$ cat config.mk
export PLATFORM = sky130hd
export DESIGN_NAME = phc_muldiv
export DESIGN_NICKNAME = d
export VERILOG_FILES = /design/src/hdl/phc_pkg.sv /design/src/hdl/phc_muldiv.sv
export SDC_FILE = /design/constraint.sdc
export NUM_CORES = 2
export LEC_CHECK = 0
export BUFFER_PORTS_ARGS = -buffer_cell sky130_fd_sc_hd__buf_2
export CORE_MARGIN = 5
export CORE_UTILIZATION = 55
export CTS_CLUSTER_SIZE = 20
export DETAILED_ROUTE_END_ITERATION = 16
export PLACE_DENSITY = 0.7
export SLEW_MARGIN = 20
export SYNTH_ARGS = -nofsm -noshare
export SYNTH_HDL_FRONTEND = slang
export SYNTH_SLANG_ARGS = --single-unit
$ cat constraint.sdc
create_clock -name clk -period 21.4 [get_ports clk]
set_input_delay 1.07 -clock clk [delete_from_list [all_inputs] [get_ports clk]]
set_output_delay 1.07 -clock clk [all_outputs]
set_load 0.05 [all_outputs]
$ cat src/hdl/phc_pkg.sv
`default_nettype none
package phc_pkg;

  localparam int MAX_VERTICES = 32;
  localparam int IDX_W = $clog2(MAX_VERTICES);
  localparam int CNT_W = $clog2(MAX_VERTICES + 1);

  // Q.16 plane distance: 18x32 products plus the shifted offset
  localparam int DIST_W = 53;
  localparam int NPROD_W = 50;
  // crossing arithmetic
  localparam int DLT_W = 33;                 // |curr - prev|
  localparam int DEN_W = DIST_W + 1;         // |dprev - dcurr|
  localparam int PROD_W = DIST_W + DLT_W;    // |dprev| * |delta|
  localparam int MUL_STEPS = DLT_W;
  localparam int DIV_STEPS = PROD_W;
  localparam int IT_W = $clog2(DIV_STEPS);

  localparam logic [17:0] NX_RESET = 18'd65536;
  localparam logic [17:0] NY_RESET = 18'd0;
  localparam logic [31:0] C_RESET = 32'd0;
  localparam logic [15:0] EPS_RESET = 16'd1;

  typedef enum logic [1:0] {
    REG_NORMAL_X     = 2'd0,
    REG_NORMAL_Y     = 2'd1,
    REG_PLANE_OFFSET = 2'd2,
    REG_NEAR_EPSILON = 2'd3
  } phc_reg_idx_t;

  typedef struct packed {
    logic signed [31:0] vertex_x;
    logic signed [31:0] vertex_y;
    logic               final_vertex;
  } phc_in_t;

  typedef struct packed {
    logic signed [31:0] out_x;
    logic signed [31:0] out_y;
    logic               last_of_run;
    logic               clipped_empty;
    logic               vertex_overflow;
  } phc_out_t;

  typedef struct packed {
    logic signed [31:0] x;
    logic signed [31:0] y;
  } phc_pt_t;

  // crossing unit: one coordinate of prev + dprev*(curr-prev)/(dprev-dcurr)
  typedef struct packed {
    logic                     start;
    logic signed [31:0]       pa;
    logic signed [31:0]       pb;
    logic signed [DIST_W-1:0] dp;
    logic signed [DIST_W-1:0] dc;
  } phc_xreq_t;

  typedef struct packed {
    logic               done;
    logic signed [31:0] coord;
  } phc_xrsp_t;

  typedef struct packed {
    logic        start;
    phc_pt_t     a;
    phc_pt_t     b;
    logic [15:0] eps;
  } phc_nreq_t;

  typedef struct packed {
    logic done;
    logic is_near;
  } phc_nrsp_t;

  typedef enum logic [2:0] {
    MD_IDLE, MD_MUL, MD_DIV, MD_RND, MD_SAT
  } phc_md_state_t;

  typedef enum logic [1:0] {
    NR_IDLE, NR_SQX, NR_SQY, NR_EPS
  } phc_nr_state_t;

  typedef enum logic [4:0] {
    ST_LOAD, ST_FETCH, ST_LATCH, ST_DIST2, ST_DIST3, ST_EDGE,
    ST_XSTART, ST_XWAIT, ST_YSTART, ST_YWAIT, ST_CAND, ST_NWAIT,
    ST_PUSH, ST_NEXT, ST_FIN, ST_FNWAIT, ST_EMIT_P1, ST_EMIT_P2,
    ST_EMIT_P1L, ST_EMIT_EMPTY
  } phc_state_t;

endpackage
`default_nettype wire

$ cat src/hdl/phc_muldiv.sv
`default_nettype none
module phc_muldiv (
  input  wire                clk,
  input  wire                rst_n,
  input  phc_pkg::phc_xreq_t req,
  output phc_pkg::phc_xrsp_t rsp
);
  import phc_pkg::*;

  phc_md_state_t st_r, st_nxt;
  logic [IT_W-1:0]   it_r;
  logic signed [31:0] pa_r;
  logic              neg_r;
  logic              den_zero_r;
  logic [DEN_W-1:0]  den_r;
  logic [PROD_W-1:0] mcand_r;
  logic [DLT_W-1:0]  mplier_r;
  logic [PROD_W-1:0] acc_r;      // product, then dividend/quotient
  logic [DEN_W:0]    rem_r;
  logic [PROD_W:0]   qr_r;
  logic signed [31:0] res_r;
  logic              done_r;

  logic signed [DLT_W-1:0] delta;
  logic signed [DEN_W-1:0] dd;
  logic [DIST_W-1:0]       amag;
  logic [DLT_W-1:0]        bmag;
  logic [DEN_W-1:0]        dmag;
  logic [DEN_W:0]          rem_sh;
  logic                    ge;
  logic                    rnd;
  logic signed [36:0]      sum;

  always_comb begin
    delta  = DLT_W'(req.pb) - DLT_W'(req.pa);
    dd     = DEN_W'(req.dp) - DEN_W'(req.dc);
    amag   = req.dp[DIST_W-1] ? DIST_W'(-req.dp) : DIST_W'(req.dp);
    bmag   = delta[DLT_W-1] ? DLT_W'(-delta) : DLT_W'(delta);
    dmag   = dd[DEN_W-1] ? DEN_W'(-dd) : DEN_W'(dd);
    rem_sh = {rem_r[DEN_W-1:0], acc_r[PROD_W-1]};
    ge     = rem_sh >= {1'b0, den_r};
    rnd    = {rem_r, 1'b0} >= {2'b00, den_r};
    sum    = neg_r ? 37'(pa_r) - 37'({2'b00, qr_r[34:0]})
                   : 37'(pa_r) + 37'({2'b00, qr_r[34:0]});
  end

  always_comb begin
    st_nxt = st_r;
    unique case (st_r)
      MD_IDLE: if (req.start) st_nxt = MD_MUL;
      MD_MUL:  if (it_r == IT_W'(MUL_STEPS - 1)) st_nxt = MD_DIV;
      MD_DIV:  if (it_r == IT_W'(DIV_STEPS - 1)) st_nxt = MD_RND;
      MD_RND:  st_nxt = MD_SAT;
      MD_SAT:  st_nxt = MD_IDLE;
      default: st_nxt = MD_IDLE;
    endcase
  end

  always_comb begin
    rsp.done  = done_r;
    rsp.coord = res_r;
  end

  always_ff @(posedge clk) begin
    if (!rst_n) begin
      st_r   <= MD_IDLE;
      done_r <= 1'b0;
    end else begin
      st_r   <= st_nxt;
      done_r <= (st_r == MD_SAT);
    end
  end

  always_ff @(posedge clk) begin
    unique case (st_r)
      MD_IDLE: begin
        pa_r       <= req.pa;
        neg_r      <= req.dp[DIST_W-1] ^ delta[DLT_W-1] ^ dd[DEN_W-1];
        den_r      <= dmag;
        den_zero_r <= (dmag == '0);
        mcand_r    <= PROD_W'(amag);
        mplier_r   <= bmag;
        acc_r      <= '0;
        rem_r      <= '0;
        it_r       <= '0;
      end
      MD_MUL: begin
        if (mplier_r[0]) acc_r <= acc_r + mcand_r;
        mcand_r  <= {mcand_r[PROD_W-2:0], 1'b0};
        mplier_r <= {1'b0, mplier_r[DLT_W-1:1]};
        it_r     <= (it_r == IT_W'(MUL_STEPS - 1)) ? '0 : it_r + 1'b1;
      end
      MD_DIV: begin
        rem_r <= ge ? rem_sh - {1'b0, den_r} : rem_sh;
        acc_r <= {acc_r[PROD_W-2:0], ge};
        it_r  <= it_r + 1'b1;
      end
      MD_RND: qr_r <= {1'b0, acc_r} + (PROD_W + 1)'(rnd);
      MD_SAT: begin
        if (den_zero_r) res_r <= pa_r;
        else if (qr_r > (PROD_W + 1)'(35'h4_0000_0000))
          res_r <= neg_r ? 32'sh8000_0000 : 32'sh7FFF_FFFF;
        else if (sum > 37'sh0_7FFF_FFFF) res_r <= 32'sh7FFF_FFFF;
        else if (sum < -37'sh0_8000_0000) res_r <= 32'sh8000_0000;
        else res_r <= sum[31:0];
      end
      default: ;
    endcase
  end

endmodule
`default_nettype wire

==> results.sh <==
export IMPL_status="finished clean"
export IMPL_fin_crit_sh_pct=30.93
export IMPL_first_pass_iters=6
export IMPL_cp_common_cell="nor2_1"
export IMPL_die_area_sq_um=76700
export IMPL_cp_startpoint="rem_r[4]"
export IMPL_htreeDepth=2
export IMPL_placed_cells=5432
export IMPL_synth_fp_nets=4876
export IMPL_hold_slack_ns=0.5544
export IMPL_num_rows=97
export IMPL_drt_initial_drc_count=3140
export IMPL_powerDensity_nw_per_um2=90.52
export IMPL_fmax_mhz=151.1
export IMPL_cts_resized=0
export IMPL_route_detailed_drc=0
export IMPL_fin_skew_ns=0.03605
export IMPL_tightest_slew_ns=1.078
export IMPL_p_sw_share_pct=37.56
export IMPL_syn_to_final_growth_pct=9.152
export IMPL_cts_tree="built"
export IMPL_min_path_type="reg -> reg"
export IMPL_cp_slowest_cell="nor2_1"
export IMPL_cts_clk_slew_worst_paths_ns=0.06
export IMPL_setup_viol=0
export IMPL_syn_avg_cell_area_sq_um=8.850
export IMPL_ir_worst_vdd_uv=76.65
export IMPL_synth_cell_types=113
export IMPL_setup_tns_ns=0
export IMPL_critPathCaptureType="register"
export IMPL_grt_overflow=0
export IMPL_nFillCells=6182
export IMPL_syn_cell_area_sq_um=39200
export IMPL_synth_top_area_cell="edfxtp_1"
export IMPL_clock_sinks=478
export IMPL_grt_use_total_pct=27.05
export IMPL_slew_viol_final=0
export IMPL_finalNonFillerCells=5536
export IMPL_p_switching_w=0.001455
export IMPL_wire_per_inst_um=19.64
export IMPL_yosysMostFrequentCell="edfxtp_1"
export IMPL_dp_hpwl_um=83830
export IMPL_antenna_left=0
export IMPL_wl_um=108700
export IMPL_cts_buffer_depth=3
export IMPL_combPwrFrac_pct=41.4
export IMPL_min_from="mplier_r[10]"
export IMPL_startpoint_type="register"
export IMPL_seqPwrFrac_pct=34.3
export IMPL_die_h_um=277.0
export IMPL_die_x_um=277.0
export IMPL_path_class="reg -> reg"
export IMPL_power_leakage_nw=17.98
export IMPL_routabilityCongestion=0.9755
export IMPL_cap_violations=0
export IMPL_required_ns=21.76
export IMPL_grt_first_pass_wirelength_um=170100
export IMPL_crit_fanout=7
export IMPL_syn_inst=4429
export IMPL_timing_slew_headroom_pct=28.13
export IMPL_timing_rr_start="rem_r[4]"
export IMPL_p_int_w=0.002418
export IMPL_core_sq_um=70390
export IMPL_fin_util_pct=60.78
export IMPL_ios=206
export IMPL_cts_inserted_buffers=54
export IMPL_portBuffers=205
export IMPL_drive_gt1_share_pct=8.811
export IMPL_hold_violations=0
export IMPL_ys_seq_area_share_pct=36.52
export IMPL_synth_edf_count=474
export IMPL_synth_commonest_cells="edfxtp_1, a21oi_1, nand2_1, nor2_1, o21ai_0"
export IMPL_nets=4995
export IMPL_yosys_warnings=0
export IMPL_grt_setup_unrepaired="false"
export IMPL_holdBufCountCts=0
export IMPL_fin_crit_ns=6.619
export IMPL_grt_pass1_vias=30778
export IMPL_synthTopCellsByArea="edfxtp_1, ha_1, xnor2_1"
export IMPL_slowest_delay_ns=0.57
export IMPL_initial_core_util_pct=55.68
export IMPL_clock_latency_ns=0.62
export IMPL_grt_max_degree=161
export IMPL_vias=33441
export IMPL_synth_async_reset_ratio_pct=0
export IMPL_crit_arrival_ns=6.98
export IMPL_p_total_w=0.003873
export IMPL_vias_per_cell=6.041
export IMPL_synth_flop_cell="edfxtp_1"
export IMPL_root_buffer="clkbuf_16"
export IMPL_cts_setup_buffers=0
export IMPL_synth_top_cell_area_share_pct=36.31
export IMPL_p_clk_share_pct=24.3
export IMPL_ys_seq_elements=478
export IMPL_antenna_found_initial=17
metrics by stage:
step	worst slack, ns	area [sq um]
after floorplan	13.48	39200
after global placement	15.04	40980
after detailed placement	14.87	40980
after CTS	14.85	42750
after global routing	14.24	42760
final	14.78	42780
layout by cell type (no fill, tap or decap), drive strengths merged, types with 17 or more instances in the layout:
| cell type | instances |
|---|---|
| inv | 268 |
| nor2b | 33 |
| and2 | 64 |
| a21oi | 420 |
| xor2 | 193 |
| or2 | 24 |
| clkinv | 17 |
| o21bai | 49 |
| clkbuf | 63 |
| nor4 | 43 |
| and3 | 58 |
| nor3 | 100 |
| nand2 | 416 |
| a21o | 194 |
| xnor2 | 281 |
| or3 | 47 |
| nand4 | 56 |
| a211oi | 44 |
| o31ai | 43 |
| buf | 229 |
| a31oi | 44 |
| nand2b | 38 |
| edfxtp | 474 |
| ha | 269 |
| o21ai | 310 |
| nor2 | 373 |
| nand3 | 118 |
| o21a | 34 |
state kept, by name, indices dropped and copies added (netlist names):
| signal | count |
|---|---|
| neg_r | 1 |
| acc_r | 86 |
| it_r | 7 |
| mplier_r | 33 |
| pa_r | 32 |
| done_r | 1 |
| den_r | 54 |
| res_r | 32 |
| st_r | 3 |
| rem_r | 55 |
| den_zero_r | 1 |
| qr_r | 87 |
| mcand_r | 86 |
metal layers:
metal | track usage [%] | wire length (um) | vias to the layer above
met4 | 6.103 | 2392 | 8
met5 | 0 | 47 | -
li1 | - | - | 16417
met2 | 42.04 | 47430 | 1101
met1 | 39.90 | 50560 | 15791
met3 | 4.662 | 8302 | 124
power by group through the flow:
stage | clock, W | sequential [W] | combinational [W]
3_5_place_dp | 0 | 0.00135 | 0.00157
6_report | 0.000940 | 0.00133 | 0.00160
4_1_cts | 0.000953 | 0.00133 | 0.00159
3_3_place_gp | 0 | 0.00134 | 0.00156
5_1_grt | 0.000994 | 0.00134 | 0.00178
2_1_floorplan | 0 | 0.00130 | 0.00124
area by class of cell:
cell class | instances | area (sq um) | area share (%)
Sequential cell | 478 | 14310 | 33.46
Multi-Input combinational cell | 3518 | 23280 | 54.42
Timing Repair Buffer | 229 | 1219 | 2.848
Clock inverter | 30 | 379.1 | 0.8861
Clock buffer | 63 | 1385 | 3.237
Tap cell | 940 | 1176 | 2.749
Antenna cell | 11 | 27.53 | 0.06434
Inverter | 267 | 1002 | 2.343
logic make-up (layout without fill, tap and decap cells):
kind of cell	count (synthesis)	in the layout	synth area share, %
muxes	18	18	0.4724
AOI/OAI and AO/OA	1321	1321	21.46
buffers and inverters	433	589	4.303
xor gates and xnor gates	474	474	10.59
other	0	11	0
DFF	478	478	36.52
and+or+nand+nor	1431	1431	17.81
adders and majority gates	274	274	8.842
final timing paths:
check / slack [ns] / depth (start not counted) / to
min reg2reg: 0.55 / 1 / mplier_r[9]
max reg2reg: 14.78 / 28 / qr_r[82]
max: 14.78 / 28 / qr_r[82]
min: 0.55 / 1 / mplier_r[9]
critical path, delay by kind of cell, from the launching register on:
family                     cells  cell delay, ns
adders and majority gates      3            1.00
AOI/OAI and AO/OA              8            1.02
xor gates and xnor gates       1            0.08
and+or+nand+nor               16            3.84
DFF                            1            0.39
(Power assumes the default switching activity.)
