### src/hdl/phc_pkg.sv
`default_nettype none
package phc_pkg;

  localparam int MAX_VERTICES = 32;
  localparam int IDX_W = $clog2(MAX_VERTICES);
  localparam int CNT_W = $clog2(MAX_VERTICES + 1);

  // Q.16 plane distance: 18x32 products plus the shifted offset
  localparam int DIST_W = 53;
  localparam int NPROD_W = 50;
  // crossing arithmetic
  localparam int DLT_W = 33;                 // |curr - prev|
  localparam int DEN_W = DIST_W + 1;         // |dprev - dcurr|
  localparam int PROD_W = DIST_W + DLT_W;    // |dprev| * |delta|
  localparam int MUL_STEPS = DLT_W;
  localparam int DIV_STEPS = PROD_W;
  localparam int IT_W = $clog2(DIV_STEPS);

  localparam logic [17:0] NX_RESET = 18'd65536;
  localparam logic [17:0] NY_RESET = 18'd0;
  localparam logic [31:0] C_RESET = 32'd0;
  localparam logic [15:0] EPS_RESET = 16'd1;

  typedef enum logic [1:0] {
    REG_NORMAL_X     = 2'd0,
    REG_NORMAL_Y     = 2'd1,
    REG_PLANE_OFFSET = 2'd2,
    REG_NEAR_EPSILON = 2'd3
  } phc_reg_idx_t;

  typedef struct packed {
    logic signed [31:0] vertex_x;
    logic signed [31:0] vertex_y;
    logic               final_vertex;
  } phc_in_t;

  typedef struct packed {
    logic signed [31:0] out_x;
    logic signed [31:0] out_y;
    logic               last_of_run;
    logic               clipped_empty;
    logic               vertex_overflow;
  } phc_out_t;

  typedef struct packed {
    logic signed [31:0] x;
    logic signed [31:0] y;
  } phc_pt_t;

  // crossing unit: one coordinate of prev + dprev*(curr-prev)/(dprev-dcurr)
  typedef struct packed {
    logic                     start;
    logic signed [31:0]       pa;
    logic signed [31:0]       pb;
    logic signed [DIST_W-1:0] dp;
    logic signed [DIST_W-1:0] dc;
  } phc_xreq_t;

  typedef struct packed {
    logic               done;
    logic signed [31:0] coord;
  } phc_xrsp_t;

  typedef struct packed {
    logic        start;
    phc_pt_t     a;
    phc_pt_t     b;
    logic [15:0] eps;
  } phc_nreq_t;

  typedef struct packed {
    logic done;
    logic is_near;
  } phc_nrsp_t;

  typedef enum logic [2:0] {
    MD_IDLE, MD_MUL, MD_DIV, MD_RND, MD_SAT
  } phc_md_state_t;

  typedef enum logic [1:0] {
    NR_IDLE, NR_SQX, NR_SQY, NR_EPS
  } phc_nr_state_t;

  typedef enum logic [4:0] {
    ST_LOAD, ST_FETCH, ST_LATCH, ST_DIST2, ST_DIST3, ST_EDGE,
    ST_XSTART, ST_XWAIT, ST_YSTART, ST_YWAIT, ST_CAND, ST_NWAIT,
    ST_PUSH, ST_NEXT, ST_FIN, ST_FNWAIT, ST_EMIT_P1, ST_EMIT_P2,
    ST_EMIT_P1L, ST_EMIT_EMPTY
  } phc_state_t;

endpackage
`default_nettype wire

### src/hdl/phc_near.sv
`default_nettype none
module phc_near (
  input  wire                clk,
  input  wire                rst_n,
  input  phc_pkg::phc_nreq_t req,
  output phc_pkg::phc_nrsp_t rsp
);
  import phc_pkg::*;

  phc_nr_state_t st_r, st_nxt;
  logic [32:0] dx_r, dy_r;
  logic        far_r;
  logic [15:0] eps_r;
  logic [32:0] acc_r;
  logic        near_r;
  logic        done_r;

  logic signed [32:0] sdx, sdy;
  logic [32:0]        mdx, mdy;
  logic [15:0]        mul_a;
  logic [31:0]        mul_p;

  always_comb begin
    sdx = 33'(req.a.x) - 33'(req.b.x);
    sdy = 33'(req.a.y) - 33'(req.b.y);
    mdx = sdx[32] ? 33'(-sdx) : 33'(sdx);
    mdy = sdy[32] ? 33'(-sdy) : 33'(sdy);
    unique case (st_r)
      NR_SQY:  mul_a = dy_r[15:0];
      NR_EPS:  mul_a = eps_r;
      default: mul_a = dx_r[15:0];
    endcase
    mul_p = mul_a * mul_a;
  end

  always_comb begin
    st_nxt = st_r;
    unique case (st_r)
      NR_IDLE: if (req.start) st_nxt = NR_SQX;
      NR_SQX:  st_nxt = NR_SQY;
      NR_SQY:  st_nxt = NR_EPS;
      NR_EPS:  st_nxt = NR_IDLE;
      default: st_nxt = NR_IDLE;
    endcase
  end

  always_comb begin
    rsp.done    = done_r;
    rsp.is_near = near_r;
  end

  always_ff @(posedge clk) begin
    if (!rst_n) begin
      st_r   <= NR_IDLE;
      done_r <= 1'b0;
    end else begin
      st_r   <= st_nxt;
      done_r <= (st_r == NR_EPS);
    end
  end

  always_ff @(posedge clk) begin
    unique case (st_r)
      NR_IDLE: begin
        dx_r  <= mdx;
        dy_r  <= mdy;
        far_r <= (mdx >= 33'(req.eps)) || (mdy >= 33'(req.eps));
        eps_r <= req.eps;
      end
      NR_SQX: acc_r <= 33'(mul_p);
      NR_SQY: acc_r <= acc_r + 33'(mul_p);
      NR_EPS: near_r <= !far_r && (acc_r < 33'(mul_p));
      default: ;
    endcase
  end

endmodule
`default_nettype wire

### config.mk
export PLATFORM = sky130hd
export DESIGN_NAME = phc_near
export DESIGN_NICKNAME = d
export VERILOG_FILES = /design/src/hdl/phc_pkg.sv /design/src/hdl/phc_near.sv
export SDC_FILE = /design/constraint.sdc
export NUM_CORES = 1
export LEC_CHECK = 0
export ABC_AREA = 1
export BUFFER_PORTS_ARGS = -buffer_cell sky130_fd_sc_hd__clkbuf_2
export CORE_ASPECT_RATIO = 1.25
export CORE_MARGIN = 3
export CORE_UTILIZATION = 45
export CTS_CLUSTER_DIAMETER = 120
export DETAILED_ROUTE_END_ITERATION = 7
export PLACE_DENSITY_LB_ADDON = 0.15
export SETUP_SLACK_MARGIN = 0.15
export SLEW_MARGIN = 5
export SYNTH_ARGS = -nofsm -noshare
export SYNTH_HDL_FRONTEND = slang
export SYNTH_SLANG_ARGS = --single-unit
### constraint.sdc
create_clock -name clk -period 8.3 [get_ports clk]
set_clock_uncertainty 0.2 [all_clocks]
set_input_delay 1.66 -clock clk [delete_from_list [all_inputs] [get_ports clk]]
set_output_delay 1.66 -clock clk [all_outputs]
set_load 0.02 [all_outputs]
==> results of run 1 <==
[metal layers]
metal  wire length (µm)  part of all wire [%]
met1              24900                    39
met2              35600                    56
met3               1230                   1.9
met4               1950                   3.1
met5                  0                     0
[state kept, by name, indices dropped and copies added, names as in the netlist]
name,count
st_r,2
near_r,1
dy_r,16
dx_r,16
done_r,1
far_r,1
eps_r,16
acc_r,33
[cell type report]
cell class,count,area (µm²)
Fill cell,4659,20600
Tap cell,637,797
Inverter,800,3010
Clock buffer,9,225
Clock inverter,7,88.8
Multi-Input combinational cell,2411,17000
Sequential cell,86,2560
Timing Repair Buffer,432,3060
[critical path, delay by kind of cell, from the launching register on]
kind | cells | cell delay, ns
xor gates and xnor gates | 1 | 0.17
adders and majority gates | 9 | 3.81
and+or+nand+nor | 7 | 1.22
buffers and inverters | 13 | 0.93
AOI/OAI and AO/OA | 8 | 1.01
DFF | 1 | 0.36
[stage by stage]
stage / worst slack, ns / util [%] / instances / TNS (ns) / instance area (µm²)
after floorplan: 0.152 / - / 3340 / 0 / 21600
after global placement: -0.290 / 52.4 / 4317 / -0.442 / 24800
after detailed placement: -0.447 / 52.4 / 4317 / -1.67 / 24800
after CTS: 0.0915 / 54.1 / 4346 / 0 / 25600
after global routing: 0.0593 / 56.6 / 4382 / 0 / 26800
final: 0.360 / 56.6 / 4382 / 0 / 26800
[final timing paths]
| kind | to | slack, ns | depth (start not counted) |
|---|---|---|---|
| worst max-delay path | acc_r[32] | 0.36 | 38 |
| worst min-delay path | st_r[1] | 0.35 | 2 |
| worst max register to register | acc_r[32] | 0.36 | 38 |
| worst min register to register | st_r[1] | 0.35 | 2 |
[logic make-up after synthesis]
group                      share of synthesized area [%]
xor gates and xnor gates                            3.37
and+or+nand+nor                                     31.5
muxes                                             0.0522
adders and majority gates                           30.1
AOI/OAI and AO/OA                                   8.30
DFF                                                 11.8
buffers and inverters                               14.9
[synth_stat cells (all sizes together), types with 5 or more instances]
cell type / number / share of area, %
xnor2: 18 / 0.73
clkinv: 5 / 0.087
buf: 11 / 0.39
nor4: 7 / 0.20
nor2: 261 / 5.0
inv: 795 / 14
edfxtp: 83 / 12
o22ai: 9 / 0.26
a21boi: 7 / 0.24
nor3: 25 / 0.58
nand2: 1033 / 19
o21ai: 83 / 2.0
a21o: 8 / 0.28
nand3b: 20 / 0.70
a22o: 8 / 0.32
clkbuf: 32 / 0.56
xor2: 65 / 2.6
a31oi: 12 / 0.35
a21oi: 150 / 3.6
fa: 162 / 15
o21bai: 16 / 0.57
o21a: 6 / 0.21
nand4: 38 / 1.1
ha: 260 / 15
nand3: 199 / 5.0
[repair_timing]
action | CTS | global route
gates cloned | 0 | 1
buffers inserted | 13 | 35
pin swaps | 28 | 122
endpoints found under the setup margin | 12 | 15
gates resized for setup | 78 | 220
==> reports/qor.yml, run 1 <==
cells_and_area:
  final_common_cell: "nand2_1"
  n_antenna_cell: 0
  area_delta_synth_final_pct: 24.0
  nNetsFinal: 4309
  final_cell_mix: "nand2_1, inv_1, buf_4"
  final_layout_size_suffix_gt1_share_pct: 21.1
run_status:
  status: "finished clean"
grt:
  grt.total_usage_pct: 24.3
  grt_max_degree: 52
  grt_pass1_vias: 21642
  grt-ovfl-total: 0
  grt_most_used_layer: "met2"
  globalRouteMet2Util_pct: 50.0
  antenna_found_initial: 0
  grtUsageMet1_pct: 26.2
  grtUsageMet3_pct: 1.68
  grt_pass1_wl_um: 102000
worst_setup_path:
  worstPathArrival_ns: 7.87
  endpoint_kind: "flop"
  cp-start-kind: "flop"
  cp.required_ns: 8.23
  critPathMaxFanout: 7
  cp_slowest_stage_delay_ns: 0.54
  path_class: "flop to flop"
  r2r_start: "st_r[0]"
  cp_slowest_cell: "fa_1"
  timing.critical_path.from: "st_r[0]"
  crit_top_cell: "inv_2"
synthesis:
  syn_area_um2: 21600
  ys.flop_type: "edfxtp_1"
  yosys_warnings: 0
  synth_cells: 3340
  ys_seq_elements: 86
  synth_seq_area_share_pct: 11.8
  synth_nets: 3909
  avgSynthCellArea_um2: 6.46
  ys_types: 59
  synth-edff-count: 83
  async_reset_ff_share_pct: 0
detailed_routing:
  vias_per_cell: 4.91
  route.detailed.drc: 0
  drtIter0Drc: 804
  vias: 21534
  dr.pass1.iters: 5
  postRouteAntennaNets: 0
  drt-total-wl_um: 63600
  wl_per_cell_um: 14.5
clock_tree:
  numCtsBuffers: 9
  cts_sinks: 86
  cts_tree: "done"
  clk_path_buf_depth: 2
  holdBufCountCts: 0
  clockRootBuffer: "clkbuf_16"
  clk_latency_ns: 0.39
  h-tree-depth: 3
  cts.clk_slew.worst_paths_ns: 0.07
timing:
  whs_ns: 0.351
  finalSetupViolations: 0
  worstMarginPinSlew_ns: 1.14
  drv_slew: 0
  fin_crit_ns: 7.94
  hold_violations: 0
  relSlewSlack_pct: 23.7
  fin_crit_sh_pct: 95.7
  grt_setup_unrepaired: "yes"
  fmax_ghz: 0.126
flow_run:
  cap_violations: 0
floorplanning:
  ios: 149
  die_width_um: 202
  core_area_um2: 47300
  dieArea_um2: 50600
  start_util_pct: 45.6
  die_h_um: 251
  rows: 89
hold_path:
  min_from: "st_r[1]"
  min_path_type: "flop to flop"
placed_design:
  dpl.hpwl_um: 54500
  gp_congestion: 0.905
  portBuffers: 148
Power of run 1 is left out: the tool's default activity adds up to more than one toggle a clock period on the data nets, which glitch-free logic cannot reach.
==> inputs of run 2 (changes only) <==
PLACE_DENSITY = 0.73   (was unset)
PLACE_DENSITY_LB_ADDON = unset   (was 0.15)
==> reports/qor.yml, run 2 (synthesized netlist as in run 1, its figures left out) <==
grt:
  antenna_found_initial: 2
  grt-ovfl-total: 0
  grt_pass1_wl_um: 94200
  grt_max_degree: 52
  grt.total_usage_pct: 22.3
  grt_pass1_vias: 20637
timing:
  finalSetupViolations: 0
  fin_setup_tns_ns: 0
  fmax_ghz: 0.124
  relSlewSlack_pct: 24.1
  fin_crit_ns: 8.06
  drv_slew: 0
  worstMarginPinSlew_ns: 1.14
  fin_crit_sh_pct: 97.2
  hold_violations: 0
detailed_routing:
  dr.pass1.iters: 6
  wl_per_cell_um: 13.6
  vias: 21324
  vias_per_cell: 4.95
  drt-total-wl_um: 58700
  drtIter0Drc: 1073
  postRouteAntennaNets: 0
  route.detailed.drc: 0
floorplanning:
  ios: 149
  dieArea_um2: 50600
  start_util_pct: 45.6
  die_h_um: 251
  die_width_um: 202
  rows: 89
  core_area_um2: 47300
clock_tree:
  cts_sinks: 86
  cts.clk_slew.worst_paths_ns: 0.08
  clk_path_buf_depth: 2
  clk_latency_ns: 0.38
  cts_tree: "done"
  numCtsBuffers: 9
  clockRootBuffer: "clkbuf_16"
  h-tree-depth: 3
cells_and_area:
  fillCellCount: 4537
  final_cell_mix: "nand2_1, inv_1, ha_1"
  nNetsFinal: 4234
  final_common_cell: "nand2_1"
  area_delta_synth_final_pct: 19.9
  largest_register: "acc_r"
  final_layout_size_suffix_gt1_share_pct: 18.6
  largest_reg_flops: 33
  n_antenna_cell: 0
worst_setup_path:
  cp.required_ns: 8.24
  cp-start-kind: "flop"
  endpoint_kind: "flop"
  cp_slowest_cell: "fa_1"
  path_class: "flop to flop"
  cp_slowest_stage_delay_ns: 0.56
  worstPathArrival_ns: 8.00
  critPathMaxFanout: 16
  crit_top_cell: "inv_2"
flow_run:
  cap_violations: 0
hold_path:
  min_path_type: "flop to flop"
placed_design:
  portBuffers: 148
  dpl.hpwl_um: 48800
  gp_congestion: 0.931
run_status:
  status: "finished clean"
[run 2: per-layer routing]
metal	wire [µm]	share of wire, %	vias up	track usage [%]
met3	1900	3.2	164	1.83
met5	27	0.046	-	0
met1	23200	40	9775	24.9
li1	-	-	10919	-
met2	31200	53	462	43.7
met4	2350	4.0	4	7.84
[run 2: per-stage QoR]
step / utilization (%) / hold slack, ns / setup WS [ns] / area (µm²) / instances
floorplan: - / 0.267 / 0.152 / 21600 / 3340
global placement: 51.1 / 0.307 / -0.0908 / 24200 / 4243
detailed placement: 51.1 / 0.307 / -0.287 / 24200 / 4243
CTS: 52.4 / 0.320 / 0.156 / 24800 / 4277
global route: 54.7 / 0.375 / -0.0877 / 25900 / 4307
finish: 54.7 / 0.360 / 0.236 / 25900 / 4307
[run 2: what timing repair did]
| action | 4_1_cts | 5_1_grt |
|---|---|---|
| gates cloned | 0 | 2 |
| hold buffers | 0 | 0 |
| setup buffers | 18 | 28 |
| pin swaps | 16 | 111 |
| setup endpoints to repair | 8 | 15 |
| resized for setup | 46 | 192 |
[run 2: worst max-delay path: cells and delay by family (launching register included)]
family | cells | cell delay, ns
compound gates | 9 | 1.33
xor+xnor | 1 | 0.17
fa+ha+maj | 9 | 3.77
buf+inv | 11 | 0.94
flops | 1 | 0.37
simple gates | 7 | 1.02
[run 2: layout make-up]
class / count / area [µm²] / share of cell area, %
Sequential cell: 86 / 2560 / 9.88
Clock inverter: 7 / 81.3 / 0.314
Timing Repair inverter: 1 / 7.51 / 0.0290
Inverter: 800 / 3010 / 11.6
Tap cell: 637 / 797 / 3.08
Timing Repair Buffer: 356 / 2400 / 9.28
Multi-Input combinational cell: 2411 / 16800 / 64.9
Clock buffer: 9 / 225 / 0.870
[run 2: worst paths after layout]
check | to | slack (ns) | startpoint | cells past startpoint
setup / recovery | near_r | 0.24 | st_r[0] | 37
hold / removal | st_r[1] | 0.36 | st_r[1] | 2
setup reg to reg | near_r | 0.24 | st_r[0] | 37
hold reg to reg | st_r[1] | 0.36 | st_r[1] | 2
Power of run 2 is left out for the same reason.
